==> config.mk <==
export PLATFORM = sky130hd
export DESIGN_NAME = bmp24_stream_writer_unit
export DESIGN_NICKNAME = d
export VERILOG_FILES = /design/src/hdl/bmp24_sw_pkg.sv /design/src/hdl/bmp24_sw_ctrl.sv /design/src/hdl/bmp24_sw_ser.sv /design/src/hdl/bmp24_stream_writer_unit.sv
export SDC_FILE = /design/constraint.sdc
export NUM_CORES = 1
export LEC_CHECK = 0
export BUFFER_PORTS_ARGS = -buffer_cell sky130_fd_sc_hd__buf_2
export CAP_MARGIN = 20
export CORE_MARGIN = 1
export CORE_UTILIZATION = 30
export CTS_CLUSTER_DIAMETER = 50
export DETAILED_ROUTE_END_ITERATION = 7
export MAX_ROUTING_LAYER = met4
export SYNTH_ARGS = -nofsm -noshare
export SYNTH_HDL_FRONTEND = slang
export SYNTH_SLANG_ARGS = --single-unit
==> constraint.sdc <==
create_clock -name clk -period 25.5 [get_ports clk]
set_input_delay 2.55 -clock clk [delete_from_list [all_inputs] [get_ports clk]]
set_output_delay 2.55 -clock clk [all_outputs]
set_load 0.01 [all_outputs]
==> src/hdl/bmp24_sw_pkg.sv <==
// ----------------------------------------------------------------------------
// bmp24_sw_pkg
// Shared types, constants and header byte selection for the BMP24 writer.
// ----------------------------------------------------------------------------
package bmp24_sw_pkg;

	localparam int unsigned MAX_DIMENSION  = 20000;
	localparam int unsigned DIM_W          = 15;
	localparam int unsigned HEADER_BYTES   = 54;
	localparam int unsigned INFO_BYTES     = 40;
	localparam int unsigned BITS_PER_PIXEL = 24;
	localparam int unsigned POS_W          = 6;

	// byte positions within one transfer burst
	localparam logic [POS_W-1:0] POS_BLUE  = POS_W'(HEADER_BYTES);
	localparam logic [POS_W-1:0] POS_GREEN = POS_W'(HEADER_BYTES + 1);
	localparam logic [POS_W-1:0] POS_RED   = POS_W'(HEADER_BYTES + 2);

	typedef enum logic [1:0] {
		REG_WIDTH  = 2'd0,
		REG_HEIGHT = 2'd1,
		REG_RES_X  = 2'd2,
		REG_RES_Y  = 2'd3
	} reg_idx_t;

	// per-pixel decisions handed from the counter logic to the serializer
	typedef struct packed {
		logic       hdr;
		logic [1:0] pad;
		logic       img_end;
	} item_ctl_t;

	function automatic logic [DIM_W-1:0] clamp_dim(input logic [DIM_W-1:0] v);
		logic [DIM_W-1:0] r;
		if (v < DIM_W'(2))
			r = DIM_W'(2);
		else if (v > DIM_W'(MAX_DIMENSION))
			r = DIM_W'(MAX_DIMENSION);
		else
			r = v;
		return r;
	endfunction

	function automatic logic [7:0] hdr_byte(
		input logic [POS_W-1:0] pos,
		input logic [DIM_W-1:0] width,
		input logic [DIM_W-1:0] height,
		input logic [31:0]      res_x,
		input logic [31:0]      res_y,
		input logic [31:0]      array_bytes
	);
		logic [HEADER_BYTES*8-1:0] hdr;
		logic [31:0]               file_size;
		file_size = array_bytes + 32'(HEADER_BYTES);
		// little-endian fields, first byte of the file in the low bits
		hdr = {
			64'd0,
			res_y,
			res_x,
			array_bytes,
			32'd0,
			16'(BITS_PER_PIXEL),
			16'd1,
			{17'd0, height},
			{17'd0, width},
			32'(INFO_BYTES),
			32'(HEADER_BYTES),
			32'd0,
			file_size,
			8'h4D,
			8'h42
		};
		return hdr[pos*8 +: 8];
	endfunction

endpackage

==> src/hdl/bmp24_sw_ctrl.sv <==
// ----------------------------------------------------------------------------
// bmp24_sw_ctrl
// Column and row counters; decides header, padding and image end per pixel.
// ----------------------------------------------------------------------------
module bmp24_sw_ctrl (
	input  logic                        clk,
	input  logic                        arst_n,
	input  logic                        advance,
	input  logic [bmp24_sw_pkg::DIM_W-1:0] width,
	input  logic [bmp24_sw_pkg::DIM_W-1:0] height,
	output bmp24_sw_pkg::item_ctl_t     ctl
);

	logic [bmp24_sw_pkg::DIM_W-1:0] col_q;
	logic [bmp24_sw_pkg::DIM_W-1:0] row_q;
	logic                           row_end;
	logic                           img_end;

	assign row_end = col_q >= (width - bmp24_sw_pkg::DIM_W'(1));
	assign img_end = row_end && (row_q >= (height - bmp24_sw_pkg::DIM_W'(1)));

	always_comb begin
		ctl.hdr     = (col_q == '0) && (row_q == '0);
		// padding to a multiple of four bytes equals width mod 4 for 3-byte pixels
		ctl.pad     = row_end ? width[1:0] : 2'd0;
		ctl.img_end = img_end;
	end

	always_ff @(posedge clk or negedge arst_n) begin
		if (!arst_n) begin
			col_q <= '0;
			row_q <= '0;
		end else if (advance) begin
			if (row_end) begin
				col_q <= '0;
				row_q <= img_end ? '0 : row_q + bmp24_sw_pkg::DIM_W'(1);
			end else begin
				col_q <= col_q + bmp24_sw_pkg::DIM_W'(1);
			end
		end
	end

endmodule

==> src/hdl/bmp24_sw_ser.sv <==
// ----------------------------------------------------------------------------
// bmp24_sw_ser
// Holds one pixel and walks its byte burst into the output register.
// ----------------------------------------------------------------------------
module bmp24_sw_ser (
	input  logic                           clk,
	input  logic                           arst_n,
	input  logic                           load,
	input  bmp24_sw_pkg::item_ctl_t        ctl,
	input  logic [7:0]                     red_value,
	input  logic [7:0]                     green_value,
	input  logic [7:0]                     blue_value,
	input  logic [bmp24_sw_pkg::DIM_W-1:0] width,
	input  logic [bmp24_sw_pkg::DIM_W-1:0] height,
	input  logic [31:0]                    res_x,
	input  logic [31:0]                    res_y,
	input  logic [31:0]                    array_bytes,
	output logic                           busy,
	output logic                           out_valid,
	input  logic                           out_stall,
	output logic [7:0]                     out_byte,
	output logic                           last_of_run,
	output logic                           image_end
);

	logic                           valid_s1;
	logic [7:0]                     red_s1;
	logic [7:0]                     green_s1;
	logic [7:0]                     blue_s1;
	bmp24_sw_pkg::item_ctl_t        ctl_s1;
	logic [bmp24_sw_pkg::POS_W-1:0] pos_s1;

	logic                           valid_s2;
	logic [7:0]                     byte_s2;
	logic                           last_s2;
	logic                           end_s2;

	logic                           step;
	logic [bmp24_sw_pkg::POS_W-1:0] last_pos;
	logic                           at_last;
	logic [7:0]                     byte_sel;

	assign step     = !valid_s2 || !out_stall;
	assign last_pos = bmp24_sw_pkg::POS_RED + bmp24_sw_pkg::POS_W'(ctl_s1.pad);
	assign at_last  = pos_s1 == last_pos;
	// held item stays until its final byte moves into the output register
	assign busy     = valid_s1 && !(step && at_last);

	always_comb begin
		if (pos_s1 < bmp24_sw_pkg::POS_BLUE)
			byte_sel = bmp24_sw_pkg::hdr_byte(pos_s1, width, height, res_x, res_y,
				array_bytes);
		else if (pos_s1 == bmp24_sw_pkg::POS_BLUE)
			byte_sel = blue_s1;
		else if (pos_s1 == bmp24_sw_pkg::POS_GREEN)
			byte_sel = green_s1;
		else if (pos_s1 == bmp24_sw_pkg::POS_RED)
			byte_sel = red_s1;
		else
			byte_sel = 8'd0;
	end

	always_ff @(posedge clk or negedge arst_n) begin
		if (!arst_n) begin
			valid_s1 <= 1'b0;
			pos_s1   <= '0;
		end else if (load) begin
			valid_s1 <= 1'b1;
			pos_s1   <= ctl.hdr ? '0 : bmp24_sw_pkg::POS_BLUE;
		end else if (valid_s1 && step) begin
			if (at_last)
				valid_s1 <= 1'b0;
			pos_s1 <= pos_s1 + bmp24_sw_pkg::POS_W'(1);
		end
	end

	always_ff @(posedge clk) begin
		if (load) begin
			red_s1   <= red_value;
			green_s1 <= green_value;
			blue_s1  <= blue_value;
			ctl_s1   <= ctl;
		end
	end

	always_ff @(posedge clk or negedge arst_n) begin
		if (!arst_n) begin
			valid_s2 <= 1'b0;
		end else if (step) begin
			valid_s2 <= valid_s1;
		end
	end

	always_ff @(posedge clk) begin
		if (step && valid_s1) begin
			byte_s2 <= byte_sel;
			last_s2 <= at_last;
			end_s2  <= at_last && ctl_s1.img_end;
		end
	end

	assign out_valid   = valid_s2;
	assign out_byte    = byte_s2;
	assign last_of_run = last_s2;
	assign image_end   = end_s2;

endmodule

==> src/hdl/bmp24_stream_writer_unit.sv <==
// ----------------------------------------------------------------------------
// bmp24_stream_writer_unit
// Streams an uncompressed 24-bit BMP file, one byte per transfer, from pixels.
// ----------------------------------------------------------------------------
//  channel  | handshake             | payload
//  ---------+-----------------------+----------------------------------------
//  pixel in | in_valid / in_stall   | red_value, green_value, blue_value
//  byte out | out_valid / out_stall | out_byte, last_of_run, image_end
//  config   | wr_en                 | wr_index, wr_data
//
//  A pixel gives one byte per cycle while out_stall is low: 3 pixel bytes,
//  plus 0..3 bytes of row padding, plus 54 header bytes on the first pixel of
//  an image; the single-byte output register sets that rate. The next pixel is
//  taken in the cycle its predecessor's final byte enters the output register.
//  Output stall holds the burst in place and backs up to in_stall. Reset
//  clears the counters and restores width 2, height 2, resolutions 0.
// ----------------------------------------------------------------------------
module bmp24_stream_writer_unit (
	input  logic        clk,
	input  logic        arst_n,
	input  logic        in_valid,
	output logic        in_stall,
	input  logic [7:0]  red_value,
	input  logic [7:0]  green_value,
	input  logic [7:0]  blue_value,
	output logic        out_valid,
	input  logic        out_stall,
	output logic [7:0]  out_byte,
	output logic        last_of_run,
	output logic        image_end,
	input  logic        wr_en,
	input  logic [1:0]  wr_index,
	input  logic [31:0] wr_data
);

	logic [bmp24_sw_pkg::DIM_W-1:0] width_q;
	logic [bmp24_sw_pkg::DIM_W-1:0] height_q;
	logic [31:0]                    res_x_q;
	logic [31:0]                    res_y_q;
	logic [31:0]                    array_bytes_q;
	logic [16:0]                    row_bytes;

	logic                           busy;
	logic                           load;
	bmp24_sw_pkg::item_ctl_t        ctl;

	assign in_stall = busy;
	assign load     = in_valid && !busy;

	always_ff @(posedge clk or negedge arst_n) begin
		if (!arst_n) begin
			width_q  <= bmp24_sw_pkg::DIM_W'(2);
			height_q <= bmp24_sw_pkg::DIM_W'(2);
			res_x_q  <= '0;
			res_y_q  <= '0;
		end else if (wr_en) begin
			unique case (bmp24_sw_pkg::reg_idx_t'(wr_index))
				bmp24_sw_pkg::REG_WIDTH:
					width_q <= bmp24_sw_pkg::clamp_dim(wr_data[bmp24_sw_pkg::DIM_W-1:0]);
				bmp24_sw_pkg::REG_HEIGHT:
					height_q <= bmp24_sw_pkg::clamp_dim(wr_data[bmp24_sw_pkg::DIM_W-1:0]);
				bmp24_sw_pkg::REG_RES_X: res_x_q <= wr_data;
				bmp24_sw_pkg::REG_RES_Y: res_y_q <= wr_data;
				default: ;
			endcase
		end
	end

	// padded row length: 3 bytes a pixel plus width mod 4
	assign row_bytes = {2'd0, width_q} + {1'b0, width_q, 1'b0} + {15'd0, width_q[1:0]};

	always_ff @(posedge clk or negedge arst_n) begin
		if (!arst_n) begin
			array_bytes_q <= 32'd16;
		end else begin
			array_bytes_q <= {15'd0, row_bytes} * {17'd0, height_q};
		end
	end

	bmp24_sw_ctrl u_ctrl (
		.clk    (clk),
		.arst_n (arst_n),
		.advance(load),
		.width  (width_q),
		.height (height_q),
		.ctl    (ctl)
	);

	bmp24_sw_ser u_ser (
		.clk        (clk),
		.arst_n     (arst_n),
		.load       (load),
		.ctl        (ctl),
		.red_value  (red_value),
		.green_value(green_value),
		.blue_value (blue_value),
		.width      (width_q),
		.height     (height_q),
		.res_x      (res_x_q),
		.res_y      (res_y_q),
		.array_bytes(array_bytes_q),
		.busy       (busy),
		.out_valid  (out_valid),
		.out_stall  (out_stall),
		.out_byte   (out_byte),
		.last_of_run(last_of_run),
		.image_end  (image_end)
	);

endmodule

Word-level counts from Yosys, hierarchy flattened --
Index checks and enable logic that the tools add are counted.
Word-level totals: output and inout port bits 12, bits in latches 0, register bits 201, memory bits (writable) 0, input port bits 63, memories kept 0, word-level logic and storage cells 78, memory bits (read-only) 0
Operators by class: $mul 1, bitwise logic cells 0, eq/ne operators 7, shifts and indexed selects 1, muxes and demuxes 14, $lt $le $gt $ge 5, div/mod/pow operators 0, reduce and logical (&&, ||, !) cells 23, add/sub/neg operators 9
Operators by type and width (number):
- indexed part select 432 x 10 -> 8 bit | 1
- two-way mux 15 bit | 4
- adder 32 x 6 -> 32 bit, second input constant | 1
- multiplier 17 x 15 -> 32 bit | 1
- two-way mux 8 bit | 4
- adder 15 x 1 -> 15 bit, second input constant | 2
- greater-or-equal comparator 15 bit | 2
- zero test 15 bit | 2
- subtractor 15 x 1 -> 15 bit, second input constant | 2
- equality test 6 bit, second input constant | 3
- two-way mux 6 bit | 3
- adder 15 x 16 -> 17 bit | 1
- adder 17 x 2 -> 17 bit | 1
- > comparator 15 bit, second input constant | 1
- less-than comparator 15 x 2 -> 1 bit, second input constant | 1
- AND reduction 2 bit | 6
- logical AND 1 bit | 7
- adder 6 x 1 -> 6 bit, second input constant | 1
- equality test 6 bit | 1
- less-than comparator 6 bit, second input constant | 1
- adder 4 x 3 -> 5 bit, first input constant | 1
- equality test 2 bit, second input constant | 2
- zero test 1 bit | 4
- nonzero test 2 bit | 2
- other kinds (4) | 6

Logic depth before layout (Yosys ltp) --
depth after elaboration 9, mapped depth 33, depth with buffers taken out 32

Modules after synthesis --
From an unflattened synthesis, not the netlist that was laid out.
Second synthesis, totals: cells, all modules 2236, area total of the unflattened synthesis 20820.0 um^2
By module, submodules not included:
- bmp24_stream_writer_unit | cells each 1480, instances 1, area an instance 13907.1 um^2, sequential area each 3106.7 um^2
- bmp24_sw_ser | cells each 423, instances 1, area an instance 4132.7 um^2, sequential area each 1311.3 um^2
- bmp24_sw_ctrl | cells each 333, instances 1, area an instance 2780.2 um^2, sequential area each 750.7 um^2

Worst setup path before layout --
No wires, ideal clock.
path kind register to register, start point reg width_q[1] (netlist bit), end point reg array_bytes_q[31], cell stages (with the launch flop) 33, arrival 8.021 ns, required time 25.420 ns, clock period less this slack 8.101 ns, slack 17.399 ns, path buffers 1, library setup time 0.080 ns, cell sequence dfstp_2 > fa_1 > ha_1 > inv_1 > fa_1 > nor2b_1 > o21ai_2 > a21boi_1 > o41a_1 > a41o_1 > o41ai_2 > xnor2_1 > buf_6 > and2_4 > fa_1 > inv_1 > fa_1 > inv_1 > fa_1 > fa_1 > fa_1 > inv_1 > fa_1 > inv_1 > ha_1 > and2_1 > a311o_1 > a21oi_2 > o21ai_2 > a2111oi_4 > o2111ai_1 > a21oi_1 > xnor2_1
On the way: word-level cells in the longest chain between the ends 3
RTL lines:
- start: declaration | RTL line bmp24_stream_writer_unit.sv:36 | logic [bmp24_sw_pkg::DIM_W-1:0] width_q;
- start signal: assignment | RTL line bmp24_stream_writer_unit.sv:52 | width_q <= bmp24_sw_pkg::DIM_W'(2);
- start signal: assignment | RTL line bmp24_stream_writer_unit.sv:59 | width_q <= bmp24_sw_pkg::clamp_dim(wr_data[bmp24_sw_pkg::DIM_W-1:0]);
- adder 15 x 16 -> 17 bit | RTL line bmp24_stream_writer_unit.sv:70 | assign row_bytes = {2'd0, width_q} + {1'b0, width_q, 1'b0} + {15'd0, width_q[1:0]};
- adder 17 x 2 -> 17 bit * | RTL line bmp24_stream_writer_unit.sv:70
- multiplier 17 x 15 -> 32 bit * | RTL line bmp24_stream_writer_unit.sv:76 | array_bytes_q <= {15'd0, row_bytes} * {17'd0, height_q};
- end signal: assignment | RTL line bmp24_stream_writer_unit.sv:76
- end: declaration | RTL line bmp24_stream_writer_unit.sv:40 | logic [31:0] array_bytes_q;
Every way passes the cells marked *; elsewhere a longest branch is shown, timed or not. A chain may end at the register's enable or synchronous reset.

Final worst setup path --
start point reg width_q[3] (netlist bit), end point reg array_bytes_q[30]
On the way: word-level cells in the longest chain between the ends 3
RTL lines (RTL line):
- adder 15 x 16 -> 17 bit | bmp24_stream_writer_unit.sv:70
- adder 17 x 2 -> 17 bit | bmp24_stream_writer_unit.sv:70
- multiplier 17 x 15 -> 32 bit | bmp24_stream_writer_unit.sv:76
Every way passes these cells.

==> run metrics <==
status finished clean; Cell Area, Synth 0.0193 sq mm; die height 256 um; min Tclk post-route 8.88 ns; Slew @ Worst Pin 1.01 ns; Vias ~15000; final instance area about 0.021 sq mm; Synth Area in Compound Gates 0.0982; root buffer cell clkbuf_16; DRT antenna net count 0; post-synthesis sequential area ratio 0.268; Final setup viols 0; synthesized net count ~2400; Setup CP Type register to register; total clock sinks approximately 200; DP HPWL between 30000 and 40000 um; largest net degree at the start of global routing 72; number of global-route vias before repair around 15000; antenna violations before repair 1; PortBufs 74; crit path max fanout 15; setup_tns 0 ns; row cnt just over 90; Top FF cell, synth dfrtp_1; DR pass1 iterations 5; DR iter-0 viols just over 1000; worst skew pair latency around 0.46 ns; clk slew on worst S/H paths about 0.07 ns; I/O pins 75; DR vias/cell about 5; top cells by area, synth dfrtp_1 21%, fa_1 18%, ha_1 12%, edfxtp_1 5.8%, inv_1 4.6%; CTS tree done; Gates resized, CTS repair 0; final cycle utilization of the critical path 0.348; TritonCTS Buffers 17; share of the synthesized area in the top cell type 0.206; main combinational cell family by area after synthesis adder cells; Final Max Slew Viols 0; syn avg cell area between 9 and 10 sq um; Synth Area in XOR/XNOR 0.0453; fmax between 0.1 and 0.15 GHz; Core Area 0.0633 sq mm; setup repair bufs after CTS 0; simple-gate area share of the yosys netlist 0.158; Yosys reg bits about 200; Synth cell types 81; worst hold slack between 0.4 and 0.5 ns; first-pass GRT wire length approximately 84000 um; multiplexer area fraction after synthesis 0.0731; CP dominant cell by count fa_1; Total GRT Usage 0.166; skew final approximately 0.013 ns; startpoint types register; Starting Density 0.305; Routed WL roughly 51000 um; RD Place Congestion approximately 0.94; nets@finish 2416; Synth Warn # 0; area of the die 0.0654 sq mm; async set-or-reset flop fraction in the synthesized netlist 0.814; max-cap violation count 0; largest stage delay on the critical path 0.69 ns; CTS Hold Bufs 0; endpoint class of the critical path register; Slowest-stage cell, CP xnor2_2; final core utilization 0.335; share of layout cells above drive strength 1 0.124; Residual DRC 0; Die X around 260 um; Post-synth EDFFs 37; Gate Count Post-Synth 1971; dpl cell area 0.0206 sq mm; RSZ-0062 raised after global routing false; CP required between 20 and 30 ns; Min-Delay Path Class register to register; clock tree buffer depth 2; Slew Limit Headroom 0.326; post-DR wirelength/cell about 18 um; Critical Path AT roughly 9 ns; post-synthesis adder-cell area fraction 0.291; Hold Fails Final Rpt 0; dominant cell type by area after synthesis dfrtp_1; Area Growth Syn to Fin 9.87%; CTS H-tree depth 4; total global routing overflow 0
-- worst paths after layout --
kind,start,to,slack (ns),depth (start not counted)
max,width_q[3],array_bytes_q[30],16.62,30
min,res_x_q[0],res_x_q[0],0.49,2
max reg2reg,width_q[3],array_bytes_q[30],16.62,30
min reg2reg,res_x_q[0],res_x_q[0],0.49,2
max in group asynchronous,arst_n,res_x_q[24],21.55,3
min in group asynchronous,arst_n,u_ctrl.row_q[1],1.99,1
-- area by class of cell --
| cell class | count | area (sq um) |
|---|---|---|
| fill | 6437 | 42100 |
| tap | 846 | 1060 |
| clock inverter | 9 | 123 |
| multi-input combinational | 1444 | 12900 |
| timing repair buffer | 102 | 594 |
| sequential | 199 | 5170 |
| inverter | 241 | 905 |
| clock buffer | 23 | 499 |
| antenna | 1 | 2.50 |
-- cells in the mapped netlist, types with 14 or more instances --
library cell  instances
inv_1               237
nand2_1             181
ha_1                179
fa_1                169
dfrtp_1             159
and2_1              137
nor2_1              104
o21ai_0              86
mux2_2               67
xnor2_1              67
a21oi_1              65
clkbuf_1             65
edfxtp_1             37
nand3_1              31
xor2_1               31
nor3_1               30
mux4_2               23
nor2b_1              20
nand4_1              18
nand2b_1             16
nor4_1               15
a21o_1               14
mux2i_1              14
-- per-stage QoR --
stage,instances,setup WS (ns)
detailed placement,2830,16.37
global route,2865,16.15
floorplan,1971,17.40
CTS,2862,16.36
global placement,2830,16.51
finish,2865,16.62
-- placed cells by master (no fill, tap or decap), drive strengths merged, types with 11 or more instances in the layout --
master | Yosys | final
nand2 | 182 | 182
a22oi | 11 | 11
nand4 | 19 | 19
a22o | 11 | 11
o21ai | 90 | 90
and3 | 12 | 12
buf | 21 | 102
fa | 169 | 169
inv | 238 | 244
nor4 | 15 | 15
xnor2 | 68 | 68
clkbuf | 66 | 23
a21o | 14 | 14
and2 | 142 | 142
mux4 | 23 | 23
a21oi | 67 | 67
a31oi | 11 | 11
ha | 179 | 179
dfrtp | 159 | 159
edfxtp | 37 | 37
nor2 | 105 | 105
mux2i | 14 | 14
mux2 | 67 | 67
xor2 | 31 | 31
nor3 | 30 | 30
nor2b | 20 | 20
nand3 | 31 | 31
nand2b | 16 | 16
-- registers in the layout, indices dropped and copies added, names as in the netlist --
signal / cells
u_ser.ctl_s1: 3
u_ser.last_of_run: 1
u_ser.out_valid: 1
array_bytes_q: 30
u_ser.red_s1: 8
width_q: 15
u_ctrl.col_q: 15
u_ctrl.row_q: 15
height_q: 15
u_ser.pos_s1: 6
u_ser.out_byte: 8
res_y_q: 32
u_ser.blue_s1: 8
res_x_q: 32
u_ser.valid_s1: 1
u_ser.image_end: 1
u_ser.green_s1: 8
-- kinds of logic (layout without fill, tap and decap cells) --
logic type	Yosys count	after routing
compound gates	292	292
buf+inv	328	375
simple gates	601	601
xor+xnor	99	99
other cells	0	1
flops	199	199
mux	104	104
fa+ha+maj	348	348
-- metal layers --
metal | track usage | vias up | routed length (um)
li1 | - | 6682 | -
met1 | 0.210 | 7419 | 22300
met2 | 0.279 | 368 | 25500
met3 | 0.0230 | 55 | 2690
met4 | 0.0417 | 0 | 911
met5 | - | - | 0
-- critical path: cells and delay by family, from the launching register on --
| kind | cells | cell delay (ns) |
|---|---|---|
| AO/OA/AOI/OAI | 10 | 2.03 |
| adder cells (fa/ha/maj) | 9 | 3.81 |
| XOR/XNOR | 1 | 0.69 |
| flip-flops | 1 | 0.50 |
| AND/OR/NAND/NOR | 5 | 1.37 |
| buffers and inverters | 5 | 0.36 |
Power is not shown: default switching activity piles up to over one toggle a cycle in this logic, so the estimate is an artifact.
